==> src/pidt_pkg.sv <==
package pidt_pkg;

  localparam int SIG_W      = 32;
  localparam int GAIN_W     = 48;
  localparam int TIME_W     = 47;
  localparam int CFG_IDX_W  = 3;
  localparam int CFG_DATA_W = 48;

  // Register indexes on the configuration channel
  localparam logic [CFG_IDX_W-1:0] REG_PROP_GAIN     = 3'd0;
  localparam logic [CFG_IDX_W-1:0] REG_INTEGRAL_GAIN = 3'd1;
  localparam logic [CFG_IDX_W-1:0] REG_DERIV_GAIN    = 3'd2;
  localparam logic [CFG_IDX_W-1:0] REG_SAMPLE_PERIOD = 3'd3;
  localparam logic [CFG_IDX_W-1:0] REG_FILTER_TAU    = 3'd4;
  localparam logic [CFG_IDX_W-1:0] REG_OUTPUT_MAX    = 3'd5;
  localparam logic [CFG_IDX_W-1:0] REG_OUTPUT_MIN    = 3'd6;

  localparam logic [TIME_W-1:0] RST_SAMPLE_PERIOD = 47'd21475;
  localparam logic [TIME_W-1:0] RST_FILTER_TAU    = 47'd42949672960;
  localparam logic [SIG_W-1:0]  RST_OUTPUT_MAX    = 32'd327680;

  // Shared multiplier: magnitude operands, one 8 bit digit of b per step
  localparam int MUL_A_W    = 64;
  localparam int MUL_B_W    = 50;
  localparam int MUL_DIG_W  = 8;
  localparam int MUL_DIGITS = 7;
  localparam int MUL_BS_W   = MUL_DIG_W * MUL_DIGITS;
  localparam int MUL_P_W    = MUL_A_W + MUL_BS_W;

  // Serial divider for the derivative filter
  localparam int NUM_W   = 84;
  localparam int DEN_W   = 49;
  localparam int DIV_Q_W = 34;

endpackage

==> src/pidt_mul.sv <==
module pidt_mul (
  input  logic                              clk_i,
  input  logic                              rst_ni,
  input  logic                              start_i,
  input  logic [pidt_pkg::MUL_A_W-1:0]      a_i,
  input  logic [pidt_pkg::MUL_B_W-1:0]      b_i,
  output logic                              done_o,
  output logic [pidt_pkg::MUL_P_W-1:0]      mag_o,
  output logic                              neg_o
);

  localparam int AW  = pidt_pkg::MUL_A_W;
  localparam int BW  = pidt_pkg::MUL_B_W;
  localparam int DW  = pidt_pkg::MUL_DIG_W;
  localparam int BSW = pidt_pkg::MUL_BS_W;
  localparam int PW  = pidt_pkg::MUL_P_W;
  localparam int CW  = $clog2(pidt_pkg::MUL_DIGITS);
  localparam logic [CW-1:0] LAST = CW'(pidt_pkg::MUL_DIGITS - 1);

  logic [AW-1:0]    a_mag_q, a_mag_d;
  logic [BSW-1:0]   b_sr_q, b_sr_d;
  logic [PW-1:0]    acc_q, acc_d;
  logic             neg_q, neg_d;
  logic [CW-1:0]    cnt_q, cnt_d;
  logic             busy_q, busy_d;
  logic             done_q, done_d;
  logic [AW+DW-1:0] part;
  logic [AW+DW-1:0] sum;
  logic [BW-1:0]    b_mag;

  assign part = a_mag_q * b_sr_q[DW-1:0];
  assign sum  = {{DW{1'b0}}, acc_q[PW-1:BSW]} + part;
  assign b_mag = b_i[BW-1] ? BW'(-b_i) : b_i;

  always_comb begin
    a_mag_d = a_mag_q;
    b_sr_d  = b_sr_q;
    acc_d   = acc_q;
    neg_d   = neg_q;
    cnt_d   = cnt_q;
    busy_d  = busy_q;
    done_d  = 1'b0;
    if (busy_q) begin
      // add this digit's partial product at the top, shift the lot down one digit
      acc_d  = {sum, acc_q[BSW-1:DW]};
      b_sr_d = {{DW{1'b0}}, b_sr_q[BSW-1:DW]};
      cnt_d  = cnt_q + 1'b1;
      if (cnt_q == LAST) begin
        busy_d = 1'b0;
        done_d = 1'b1;
      end
    end else if (start_i) begin
      a_mag_d = a_i[AW-1] ? AW'(-a_i) : a_i;
      b_sr_d  = {{(BSW-BW){1'b0}}, b_mag};
      acc_d   = '0;
      neg_d   = a_i[AW-1] ^ b_i[BW-1];
      cnt_d   = '0;
      busy_d  = 1'b1;
    end
  end

  always_ff @(posedge clk_i or negedge rst_ni) begin
    if (!rst_ni) begin
      busy_q <= 1'b0;
      done_q <= 1'b0;
      cnt_q  <= '0;
    end else begin
      busy_q <= busy_d;
      done_q <= done_d;
      cnt_q  <= cnt_d;
    end
  end

  always_ff @(posedge clk_i) begin
    a_mag_q <= a_mag_d;
    b_sr_q  <= b_sr_d;
    acc_q   <= acc_d;
    neg_q   <= neg_d;
  end

  assign done_o = done_q;
  assign mag_o  = acc_q;
  assign neg_o  = neg_q;

endmodule

==> config.mk <==
export PLATFORM = sky130hd
export DESIGN_NAME = pidt_mul
export DESIGN_NICKNAME = d
export VERILOG_FILES = /design/src/pidt_pkg.sv /design/src/pidt_mul.sv
export SDC_FILE = /design/constraint.sdc
export NUM_CORES = 2
export LEC_CHECK = 0
export BUFFER_PORTS_ARGS = -buffer_cell sky130_fd_sc_hd__buf_2
export CORE_MARGIN = 1
export CORE_UTILIZATION = 48
export DETAILED_ROUTE_END_ITERATION = 10
export GPL_ROUTABILITY_DRIVEN = 0
export PLACE_DENSITY = 0.66
export SYNTH_ARGS = -nofsm -noshare
export SYNTH_HDL_FRONTEND = slang
export SYNTH_SLANG_ARGS = --single-unit
==> constraint.sdc <==
create_clock -name clk_i -period 9.9 [get_ports clk_i]
set_input_delay 1.98 -clock clk_i [delete_from_list [all_inputs] [get_ports clk_i]]
set_output_delay 1.98 -clock clk_i [all_outputs]
set_load 0.005 [all_outputs]
==> reports/qor.yml <==
yosys:
  synth_edf_count: 233
  synth_top_family_by_area: "adder cells"
  postSynthCellCount: 2982
  avgSynthCellArea_um2: 9.66
  synth-compound-area-share_pct: 8.33
  ys_types: 73
  ys_async_sr_fraction_pct: 2.08
  seq_area_frac_synth_pct: 24.9
  ys_ff_latch: 240
  synthFlopType: "edfxtp_1"
  synth-adder-area-share_pct: 34.5
  syn-cell-area_um2: 28800
  synth-simple-area-share_pct: 18.5
  synth_mux_area_share_pct: 0.252
  ys_warn_count: 0
  synth_nets: 3631
  synth_xor_area_share_pct: 4.99
sta:
  max_slew_margin_pct: 14.5
  worst_pin_slew_ps: 1280
  setup_viol: 0
  fin_crit_ps: 7240
  fin_skew_ps: 16.6
  finalHoldViolCount: 0
  maxSlewViolCount: 0
  fin_setup_tns_ps: 0
  fmax_mhz: 138
  post-route-period-util_pct: 73.1
  rsz0062_at_grt: "no"
critical_path:
  crit_top_cell: "fa_1"
  critPathMaxFanout: 32
  cp-end-kind: "flop"
  required_ps: 10230
  crit_path_top_delay_cell: "edfxtp_1"
  cp_cell_sequence: "nand2_1, fa_1, fa_1, inv_1, fa_1, inv_1, fa_1, inv_1, ha_1, a21o_1, a21oi_1, o211ai_1, a21o_1, a2111oi_0, nor2_1, a21boi_0, o21ai_0, mux2i_1"
  startpoint_type: "flop"
  critPathMaxStageDelay_ps: 1210
  path_class: "reg2reg"
  crit_family: "adder cells"
  arrival_ps: 7570
  path_buf_inv: 3
grt:
  grt_pass1_wl_mm: 120
  busiest_layer: "met2"
  global_route.usage.met3_pct: 5.00
  grt_max_degree: 117
  track_usage_pct: 25.0
  grt_use_met1_pct: 33.9
  grt_overflow: 0
  use_met2_pct: 40.8
  antenna_found_initial: 1
  grt_pass1_vias: 22200
cts:
  htreeDepth: 1
  cts_tree: "yes"
  clock_latency_ps: 590
  cts_sinks: 240
  cts_max_path_buffers: 3
  clk_pin_slew_ps: 60
  post_cts_resized: 0
  cts_buffers: 31
  postCtsHoldBufs: 0
  cts_root_buffer: "clkbuf_16"
  post-cts-setup-buffers: 0
routing:
  drcViolationCount: 40
  vias: 21200
  wl_mm: 73.6
  wl_per_cell_um: 18.6
  postRouteAntennaNets: 0
  drt-pass1-iter-count: 9
  via_per_inst: 5.37
  drt_iter0_markers: 1248
floorplanning:
  dieArea_um2: 61000
  pin_count: 239
  die-width_um: 247
  dieHeight_um: 247
  initial_core_util_pct: 48.7
  core_area_um2: 59100
  placementRows: 89
cells_and_area:
  area_growth_pct: 10.0
  fin_nets: 3796
  fill_cells: 5294
  final_layout_size_suffix_gt1_share_pct: 10.4
outcome:
  status: "finished, violations left"
  violations: "design-rule violations"
placement:
  io_buffer_count: 238
  dpl.hpwl_mm: 58.0
job:
  drv_cap: 0
hold_path:
  hold_path_class: "reg2reg"
-- cell families (layout without fill, tap and decap cells) --
family | after synthesis | in the layout
xor gates and xnor gates | 164 | 164
AOI/OAI and AO/OA | 379 | 379
DFF | 240 | 240
adders and majority gates | 532 | 532
muxes | 7 | 7
and+or+nand+nor | 1002 | 1002
other | 0 | 1
buffers and inverters | 658 | 847
-- cells in the mapped netlist, types with 41 or more instances --
master,n,share of area [%]
inv_1,539,7.0
o31ai_1,41,1.1
fa_1,436,30
xor2_1,71,2.2
a21oi_1,82,1.4
nand2_1,291,3.8
edfxtp_1,233,24
clkbuf_1,115,1.5
and2_1,422,9.2
ha_1,96,4.2
a21o_1,51,1.3
o21ai_0,115,2.0
xnor2_1,93,2.8
nor2_1,109,1.4
-- final timing paths --
| kind | start | end | slack, ps | cells past startpoint |
|---|---|---|---|---|
| worst max-delay path | b_sr_q[4]$_DFFE_PP_ | mag_o[112]$_SDFFCE_PN0P_ | 2660 | 18 |
| worst min-delay path | b_sr_q[49]$_SDFFE_PP0P_ | b_sr_q[49]$_SDFFE_PP0P_ | 450 | 2 |
| worst max register to register | b_sr_q[4]$_DFFE_PP_ | mag_o[112]$_SDFFCE_PN0P_ | 2660 | 18 |
| worst min register to register | b_sr_q[49]$_SDFFE_PP0P_ | b_sr_q[49]$_SDFFE_PP0P_ | 450 | 2 |
| max in group asynchronous | rst_ni | busy_q$_DFF_PN0_ | 8540 | 1 |
| min in group asynchronous | rst_ni | busy_q$_DFF_PN0_ | 1200 | 1 |
-- sequential cells by signal (all words and copies together), names as in the netlist --
register / count
mag_o: 120
busy_q: 1
a_mag_q: 64
neg_o: 1
cnt_q: 3
b_sr_q: 50
done_o: 1
-- routing by layer --
metal  vias to the layer above  part of all wire (%)  wire (µm)
met1                     10600                    43      31400
met3                       120                   7.0       5170
met4                         0                   2.9       2170
li1                       9776                     -          -
met2                       658                    47      34800
met5                         -                     0          0
-- tightest hold or removal path: cells and delay by family (launching register included) --
kind | cells | cell delay (ps)
AOI/OAI and AO/OA | 1 | 50
and+or+nand+nor | 1 | 50
DFF | 1 | 320
-- per-stage QoR --
| stage | instances | hold slack (ps) | util [%] | area [µm²] | worst slack, ps |
|---|---|---|---|---|---|
| 3_5_place_dp | 3887 | 444 | 51.8 | 30600 | 2760 |
| 3_3_place_gp | 3887 | 440 | 51.8 | 30600 | 3020 |
| 5_1_grt | 3944 | 488 | 53.6 | 31700 | 2330 |
| 4_1_cts | 3944 | 458 | 53.6 | 31700 | 2720 |
| 2_1_floorplan | 2982 | 421 | - | 28800 | 4060 |
| 6_report | 3945 | 452 | 53.6 | 31700 | 2660 |
-- layout by cell type (no fill, tap or decap), types with 19 or more instances in the layout --
| master | netlist | layout |
|---|---|---|
| ha_1 | 96 | 96 |
| fa_1 | 436 | 436 |
| nand3_1 | 19 | 19 |
| inv_1 | 539 | 537 |
| edfxtp_1 | 233 | 233 |
| nand2_1 | 291 | 291 |
| a21oi_1 | 82 | 82 |
| o21ai_0 | 115 | 115 |
| o31ai_1 | 41 | 41 |
| xor2_1 | 71 | 71 |
| clkbuf_16 | 0 | 31 |
| buf_2 | 0 | 238 |
| nand4_1 | 31 | 31 |
| nor3_1 | 29 | 29 |
| xnor2_1 | 93 | 93 |
| and2_1 | 422 | 422 |
| a21o_1 | 51 | 51 |
| nor2_1 | 109 | 109 |
-- final cells by class --
type / instances / area, µm² / share of cell area (%)
multi-input combinational: 2084 / 19200 / 60.5
sequential: 240 / 7170 / 22.6
inverter: 539 / 2030 / 6.40
timing repair buffer: 251 / 1290 / 4.07
tap: 773 / 967 / 3.05
clock buffer: 39 / 836 / 2.64
clock inverter: 18 / 229 / 0.722
antenna: 1 / 2.50 / 0.00789
Power is not shown: default switching activity piles up to over one toggle a cycle in this logic, so the estimate is an artifact.
