<file path="config.mk">
export PLATFORM = sky130hd
export DESIGN_NAME = pidt_div
export DESIGN_NICKNAME = d
export VERILOG_FILES = /design/src/pidt_pkg.sv /design/src/pidt_div.sv
export SDC_FILE = /design/constraint.sdc
export NUM_CORES = 1
export LEC_CHECK = 0
export BUFFER_PORTS_ARGS = -buffer_cell sky130_fd_sc_hd__buf_2
export CORE_ASPECT_RATIO = 1.2
export CORE_UTILIZATION = 59
export DETAILED_ROUTE_END_ITERATION = 6
export PLACE_DENSITY = 0.84
export REMOVE_ABC_BUFFERS = 1
export SLEW_MARGIN = 20
export SYNTH_ARGS = -nofsm -noshare
export SYNTH_HDL_FRONTEND = slang
export SYNTH_SLANG_ARGS = --single-unit
</file>
<file path="constraint.sdc">
create_clock -name clk_i -period 5.08 [get_ports clk_i]
set_clock_uncertainty 0.05 [all_clocks]
set_input_delay 0.508 -clock clk_i [delete_from_list [all_inputs] [get_ports clk_i]]
set_output_delay 0.508 -clock clk_i [all_outputs]
set_load 0.005 [all_outputs]
</file>
<file path="src/pidt_pkg.sv">
package pidt_pkg;

  localparam int SIG_W      = 32;
  localparam int GAIN_W     = 48;
  localparam int TIME_W     = 47;
  localparam int CFG_IDX_W  = 3;
  localparam int CFG_DATA_W = 48;

  // Register indexes on the configuration channel
  localparam logic [CFG_IDX_W-1:0] REG_PROP_GAIN     = 3'd0;
  localparam logic [CFG_IDX_W-1:0] REG_INTEGRAL_GAIN = 3'd1;
  localparam logic [CFG_IDX_W-1:0] REG_DERIV_GAIN    = 3'd2;
  localparam logic [CFG_IDX_W-1:0] REG_SAMPLE_PERIOD = 3'd3;
  localparam logic [CFG_IDX_W-1:0] REG_FILTER_TAU    = 3'd4;
  localparam logic [CFG_IDX_W-1:0] REG_OUTPUT_MAX    = 3'd5;
  localparam logic [CFG_IDX_W-1:0] REG_OUTPUT_MIN    = 3'd6;

  localparam logic [TIME_W-1:0] RST_SAMPLE_PERIOD = 47'd21475;
  localparam logic [TIME_W-1:0] RST_FILTER_TAU    = 47'd42949672960;
  localparam logic [SIG_W-1:0]  RST_OUTPUT_MAX    = 32'd327680;

  // Shared multiplier: magnitude operands, one 8 bit digit of b per step
  localparam int MUL_A_W    = 64;
  localparam int MUL_B_W    = 50;
  localparam int MUL_DIG_W  = 8;
  localparam int MUL_DIGITS = 7;
  localparam int MUL_BS_W   = MUL_DIG_W * MUL_DIGITS;
  localparam int MUL_P_W    = MUL_A_W + MUL_BS_W;

  // Serial divider for the derivative filter
  localparam int NUM_W   = 84;
  localparam int DEN_W   = 49;
  localparam int DIV_Q_W = 34;

endpackage

</file>
<file path="src/pidt_div.sv">
module pidt_div (
  input  logic                              clk_i,
  input  logic                              rst_ni,
  input  logic                              start_i,
  input  logic [pidt_pkg::DEN_W-1:0]        hi_i,
  input  logic [pidt_pkg::DIV_Q_W-1:0]      lo_i,
  input  logic [pidt_pkg::DEN_W-1:0]        den_i,
  output logic                              done_o,
  output logic [pidt_pkg::DIV_Q_W-1:0]      q_o,
  output logic                              round_o
);

  localparam int DNW = pidt_pkg::DEN_W;
  localparam int QW  = pidt_pkg::DIV_Q_W;
  localparam int CW  = $clog2(QW);
  localparam logic [CW-1:0] LAST = CW'(QW - 1);

  logic [DNW-1:0] rem_q, rem_d;
  logic [QW-1:0]  sr_q, sr_d;
  logic [DNW-1:0] den_q, den_d;
  logic [CW-1:0]  cnt_q, cnt_d;
  logic           busy_q, busy_d;
  logic           done_q, done_d;
  logic [DNW:0]   trial;
  logic [DNW:0]   diff;
  logic           ge;

  assign trial = {rem_q, sr_q[QW-1]};
  assign ge    = trial >= {1'b0, den_q};
  assign diff  = trial - {1'b0, den_q};

  always_comb begin
    rem_d  = rem_q;
    sr_d   = sr_q;
    den_d  = den_q;
    cnt_d  = cnt_q;
    busy_d = busy_q;
    done_d = 1'b0;
    if (busy_q) begin
      // restoring step: dividend bits leave at the top, quotient bits enter below
      rem_d = ge ? diff[DNW-1:0] : trial[DNW-1:0];
      sr_d  = {sr_q[QW-2:0], ge};
      cnt_d = cnt_q + 1'b1;
      if (cnt_q == LAST) begin
        busy_d = 1'b0;
        done_d = 1'b1;
      end
    end else if (start_i) begin
      rem_d  = hi_i;
      sr_d   = lo_i;
      den_d  = den_i;
      cnt_d  = '0;
      busy_d = 1'b1;
    end
  end

  always_ff @(posedge clk_i or negedge rst_ni) begin
    if (!rst_ni) begin
      busy_q <= 1'b0;
      done_q <= 1'b0;
      cnt_q  <= '0;
    end else begin
      busy_q <= busy_d;
      done_q <= done_d;
      cnt_q  <= cnt_d;
    end
  end

  always_ff @(posedge clk_i) begin
    rem_q <= rem_d;
    sr_q  <= sr_d;
    den_q <= den_d;
  end

  assign done_o  = done_q;
  assign q_o     = sr_q;
  assign round_o = {rem_q, 1'b0} >= {1'b0, den_q};

endmodule

</file>
==> impl_metrics.ini, run 1 <==
[routing]
viasPerCell = 5.839
wirelength_um = 21300
ant_nets = 0
drt_iter0_drc = 445
remaining_drc_errors = 0
drtPass1Iterations = 5
wl_per_cell_um = 16.57
dr_total_vias = 7503

[floorplanning]
die_y_um = 137.1
start_util = 0.6022
coreArea_um2 = 14900
pin_count = 171
rows = 49
die_area_um2 = 15700
chipWidth_um = 114.6

[yosys]
synth-edff-count = 132
synthDistinctLibCells = 65
yosys_warnings = 0
synth_flop_cell = edfxtp_1
avgSynthCellArea_um2 = 9.772
ys_seq_elements = 140
yosysSeqAreaShare = 0.4642
postSynth.asyncResetShare = 0.05714
synthCells = 918
syn-cell-area_um2 = 8971

[hold_path]
hold_depth = 1
hp-class = in2reg

[pwr]
pwr-share-comb = 0.518
netSwitchingPower_mw = 2.883
p_leak_nw = 4.467
swShare = 0.4115
p_per_area_nw_per_um2 = 668.0
peakVddDrop_v = 0.0004031
internal_power_mw = 4.123
clockPowerShare = 0.168
p_seq_frac = 0.314

[clock_network]
clock-root-buffer = clkbuf_16
clk_pin_slew_worst_paths_ns = 0.07
clkSinkCount = 140
postCtsResizedCells = 0
post_cts_buffers = 0
cts_tree = built
clock_latency_ns = 0.43
cts_buffers = 17
htree_levels = 4
hold_buffers = 1
cts_max_path_buffers = 2

[grt]
grt_pass1_wl_um = 33600
grt.total_usage = 0.2776
grt_pass1_vias = 7305
grt_max_degree = 86
antenna_found_initial = 0
grt-ovfl-total = 0

[place]
place_congestion = 0.8982
hpwl_um = 15120
io_buffers = 170

[timing]
setup_tns_ns = 0
slew_headroom = 0.2818
setup_violations = 0
rsz0062_at_grt = no
hold_ws_ns = 0.1989
slew_viol_final = 0
tightest_slew_ns = 1.076
min_period_over_period = 0.8128
post-route-min-period_ns = 4.129
hold_viol_final = 0
clock.fmax_mhz = 242.2

[finish]
final_cell_mix = buf_2, edfxtp_1, nand2_1
multi_input_area_um2 = 4383
fillers = 1155
drive_gt1_frac = 0.2322
seqCellArea_um2 = 4168
nets = 1255
final_common_cell = buf_2
antennaDiodeCount = 0
area_growth_pct = 16.89

[worst_setup_path]
required_ns = 5.29
cp_max_fo = 46
end_kind = register
path_depth = 10
slowest_stage = nand2_2
worst-path-buf-inv = 0
crit_path_cell_trace = ha_1, nand4_1, nor4_1, nand2_1, a31oi_1, o2111ai_1, nand2_2, nand2_2, or3_1, o31ai_1
crit_type = reg2reg
reg2reg_depth = 10
cp_top_family = simple AND/OR/NAND/NOR gates
start_kind = register
critPathMostFrequentCell = nand2_2
critPathMaxStageDelay_ns = 0.77
cp.arrival_ns = 4.34

[flow_run]
drv_cap = 0

[outcome]
status = complete, no violations
==> sequential cells by signal, summed over array words and instances, names as in the netlist <==
register,cells
q_o,34
busy_q,1
rem_q,49
cnt_q,6
done_o,1
den_q,49
==> power by group through the flow <==
| stage | sequential, mW | combinational [mW] | clock (mW) |
|---|---|---|---|
| 6_report | 2.20 | 3.63 | 1.17 |
| 3_3_place_gp | 2.19 | 3.48 | 0 |
| 2_1_floorplan | 2.19 | 2.66 | 0 |
| 3_5_place_dp | 2.21 | 3.56 | 0 |
| 5_1_grt | 2.25 | 4.03 | 1.21 |
| 4_1_cts | 2.20 | 3.59 | 1.18 |
==> layout make-up <==
class | instances | share of cell area
Clock buffer | 19 | 0.04128
Clock inverter | 13 | 0.01134
Inverter | 65 | 0.02339
Multi-Input combinational cell | 670 | 0.4180
Sequential cell | 140 | 0.3974
Tap cell | 204 | 0.02434
Timing Repair Buffer | 174 | 0.08424
==> worst register-to-register path, stage by stage (launching register included) <==
cell and delay [ns]:
edfxtp_1 0.40, ha_1 0.47, nand4_1 0.27, nor4_1 0.40, nand2_1 0.14, a31oi_1 0.35, o2111ai_1 0.20, nand2_2 0.77
nand2_2 0.33, or3_1 0.38, o31ai_1 0.23
==> per-stage QoR <==
stage          cells  utilization  instance area, um2  worst slack, ns  total power, mW
2_1_floorplan    875            -                8791         -0.06176            4.843
3_3_place_gp    1252       0.6662                9925            1.178            5.669
3_5_place_dp    1252       0.6662                9925            1.024            5.765
4_1_cts         1285       0.7039               10490            1.036            6.968
5_1_grt         1285       0.7039               10490           0.7009            7.491
6_report        1285       0.7039               10490           0.9512            7.005
==> metal layers <==
layer / global-route usage / routed length (um)
met3: 0.05536 / 1062
met5: 0 / 0
met2: 0.4983 / 10910
met1: 0.3250 / 8850
met4: 0.1097 / 475
==> cell families after synthesis <==
kind of cell | after synthesis | share of synthesized area
AO/OA/AOI/OAI | 242 | 0.1721
XOR/XNOR | 42 | 0.04100
adder cells (fa/ha/maj) | 52 | 0.07336
buffers and inverters | 108 | 0.04728
flip-flops | 140 | 0.4642
multiplexers | 37 | 0.04589
AND/OR/NAND/NOR | 297 | 0.1562
==> Yosys cell counts (3+ instances only) <==
library cell / count / share of area
a21o_1: 15 / 0.013
a2111oi_0: 4 / 0.0039
buf_1: 6 / 0.0025
edfxtp_1: 132 / 0.44
o211ai_1: 7 / 0.0059
nand3_1: 9 / 0.0050
and3_1: 4 / 0.0028
or3_1: 5 / 0.0035
buf_2: 15 / 0.0084
dfrtp_1: 8 / 0.022
ha_1: 51 / 0.071
xnor2_1: 20 / 0.020
o21bai_1: 5 / 0.0042
a21oi_2: 4 / 0.0039
nor2b_1: 16 / 0.011
clkbuf_1: 22 / 0.0092
nor2_1: 69 / 0.029
nand2_1: 121 / 0.051
nand2b_1: 13 / 0.0091
a31oi_1: 49 / 0.034
mux2i_1: 4 / 0.0045
o21a_1: 6 / 0.0050
nand3b_1: 4 / 0.0033
nand4_1: 22 / 0.015
o21ai_0: 51 / 0.028
a21oi_1: 60 / 0.033
o31ai_1: 5 / 0.0042
a311oi_1: 4 / 0.0039
o2111ai_1: 3 / 0.0029
nor3_1: 9 / 0.0050
o41ai_1: 3 / 0.0029
inv_1: 65 / 0.027
nor4_1: 5 / 0.0035
xor2_1: 22 / 0.021
a21boi_0: 3 / 0.0025
and2_1: 6 / 0.0042
mux2_2: 33 / 0.041
a211oi_1: 4 / 0.0033
==> path summary, 6_finish.rpt <==
kind,endpoint,startpoint,slack (ns)
worst min-delay path,den_q[7],den_i[7],0.20
max in group asynchronous,busy_q,rst_ni,4.37
worst max-delay path,rem_q[47],rem_q[12],0.95
min in group asynchronous,cnt_q[4],rst_ni,0.43
worst max register to register,rem_q[47],rem_q[12],0.95
worst min register to register,cnt_q[5],cnt_q[5],0.44
(Power assumes the default switching activity.)
==> run 2: changes to the inputs <==
--- a/config.mk
+++ b/config.mk
@@ -7,9 +7,9 @@
 export LEC_CHECK = 0
 export BUFFER_PORTS_ARGS = -buffer_cell sky130_fd_sc_hd__buf_2
 export CORE_ASPECT_RATIO = 1.2
-export CORE_UTILIZATION = 59
+export CORE_UTILIZATION = 57
 export DETAILED_ROUTE_END_ITERATION = 6
-export PLACE_DENSITY = 0.84
+export PLACE_DENSITY = 0.82
 export REMOVE_ABC_BUFFERS = 1
 export SLEW_MARGIN = 20
 export SYNTH_ARGS = -nofsm -noshare
==> constraint.sdc (replaced) <==
create_clock -name clk_i -period 4.1 [get_ports clk_i]
set_clock_uncertainty 0.05 [all_clocks]
set_input_delay 0.41 -clock clk_i [delete_from_list [all_inputs] [get_ports clk_i]]
set_output_delay 0.41 -clock clk_i [all_outputs]
set_load 0.005 [all_outputs]
==> impl_metrics.ini, run 2 (same netlist as run 1, synthesis figures left out) <==
[floorplanning]
start_util = 0.5900
die_y_um = 139.4
die_area_um2 = 16250
chipWidth_um = 116.5
rows = 49
pin_count = 171
coreArea_um2 = 15200

[worst_setup_path]
crit_type = reg2reg
cp_max_fo = 19
end_kind = register
start_kind = register
cp.arrival_ns = 3.84
required_ns = 4.21

[timing]
setup_violations = 0
slew_headroom = 0.3959
rsz0062_at_grt = no
min_period_over_period = 0.9109
clock.fmax_mhz = 267.8
post-route-min-period_ns = 3.735
slew_viol_final = 0
tightest_slew_ns = 0.8833
hold_viol_final = 0

[place]
hpwl_um = 15430
dpl.cell_count = 1259
place_congestion = 0.9268
io_buffers = 170

[finish]
final_cell_mix = buf_2, edfxtp_1, nand2_1
post-route-util = 0.6969
final_common_cell = buf_2
multi_input_area_um2 = 4383
antennaDiodeCount = 0
area_growth_pct = 18.12
seqCellArea_um2 = 4168
drive_gt1_frac = 0.2362
final_cells = 1292
fillers = 1238
nets = 1262

[pwr]
netSwitchingPower_mw = 3.582
p_per_area_nw_per_um2 = 835.1
peakVddDrop_v = 0.0003791
swShare = 0.4048
p_seq_frac = 0.305
pwr-share-comb = 0.517
internal_power_mw = 5.267
clockPowerShare = 0.178
p_leak_nw = 4.528

[clock_network]
cts_buffers = 17
hold_buffers = 1
postCtsResizedCells = 0
clkSinkCount = 140
clk_pin_slew_worst_paths_ns = 0.06
htree_levels = 4
clock_latency_ns = 0.43
post_cts_buffers = 0
cts_max_path_buffers = 2
cts_tree = built
clock-root-buffer = clkbuf_16

[grt]
grt-ovfl-total = 0
grt_pass1_wl_um = 34670
grt.total_usage = 0.2733
grt_max_degree = 84
grt_pass1_vias = 7611
antenna_found_initial = 0

[routing]
remaining_drc_errors = 0
viasPerCell = 5.802
drtPass1Iterations = 5
wl_per_cell_um = 16.42
wirelength_um = 21220
dr_total_vias = 7496
drt_iter0_drc = 527
ant_nets = 0

[flow_run]
drv_cap = 0

[hold_path]
hp-class = in2reg

[outcome]
status = complete, no violations
-- run 2: cell count changes in the layout (fill, tap and decap cells not counted), moves of 2 or more --
cell	before	now
bufinv_16	1	3
inv_6	2	4
buf_4	3	9
clkinv_1	1	3
-- run 2: cell type report --
type | count | area share
multi-input cells | 670 | 0.4136
well taps | 204 | 0.02409
clock buffers | 18 | 0.04050
repair buffers | 181 | 0.08950
clock inverters | 14 | 0.01570
flip-flops and latches | 140 | 0.3933
inverters | 65 | 0.02326
-- run 2: worst paths after layout --
check / start / slack [ns] / to / cells past startpoint
max: rem_q[38] / 0.37 / rem_q[0] / 11
min: den_i[0] / 0.10 / den_q[0] / 1
max reg2reg: rem_q[38] / 0.37 / rem_q[0] / 11
min reg2reg: cnt_q[5] / 0.47 / cnt_q[5] / 1
max in group asynchronous: rst_ni / 3.50 / busy_q / 2
min in group asynchronous: rst_ni / 0.31 / cnt_q[3] / 2
-- run 2: metal layers --
layer / global-route usage / share of wire / up-vias
li1: - / - / 3683
met4: 0.1215 / 0.029 / 0
met1: 0.3297 / 0.42 / 3520
met5: 0 / 0 / -
met3: 0.05531 / 0.051 / 52
met2: 0.4650 / 0.50 / 241
-- run 2: per-stage QoR --
step	total power, mW	TNS, ns	cell area (um2)	setup slack (ns)	hold WS [ns]
detailed placement	7.206	0	9990	0.3862	0.2093
CTS	8.827	0	10600	0.3480	0.08196
global placement	7.087	0	9990	0.5526	0.2098
finish	8.849	0	10600	0.3653	0.1009
floorplan	6.000	-87.52	8791	-1.042	0.06441
global route	9.489	0	10600	0.07594	0.08911
-- run 2: critical path: stages (launching register included) --
cell and delay (ns):
edfxtp_1 0.40, ha_1 0.44, and4_1 0.26, nor4b_2 0.19, a2111oi_0 0.37, o211ai_1 0.17, a21oi_1 0.21, and2_1 0.72
buf_4 0.36, nor2_1 0.06, a21oi_1 0.14, a21oi_1 0.08
-- run 2: power groups by stage --
| stage | sequential, mW | combinational (mW) | clock, mW |
|---|---|---|---|
| finish | 2.70 | 4.57 | 1.57 |
| global placement | 2.69 | 4.40 | 0 |
| global route | 2.77 | 5.07 | 1.65 |
| CTS | 2.70 | 4.53 | 1.60 |
| floorplan | 2.71 | 3.29 | 0 |
| detailed placement | 2.72 | 4.49 | 0 |
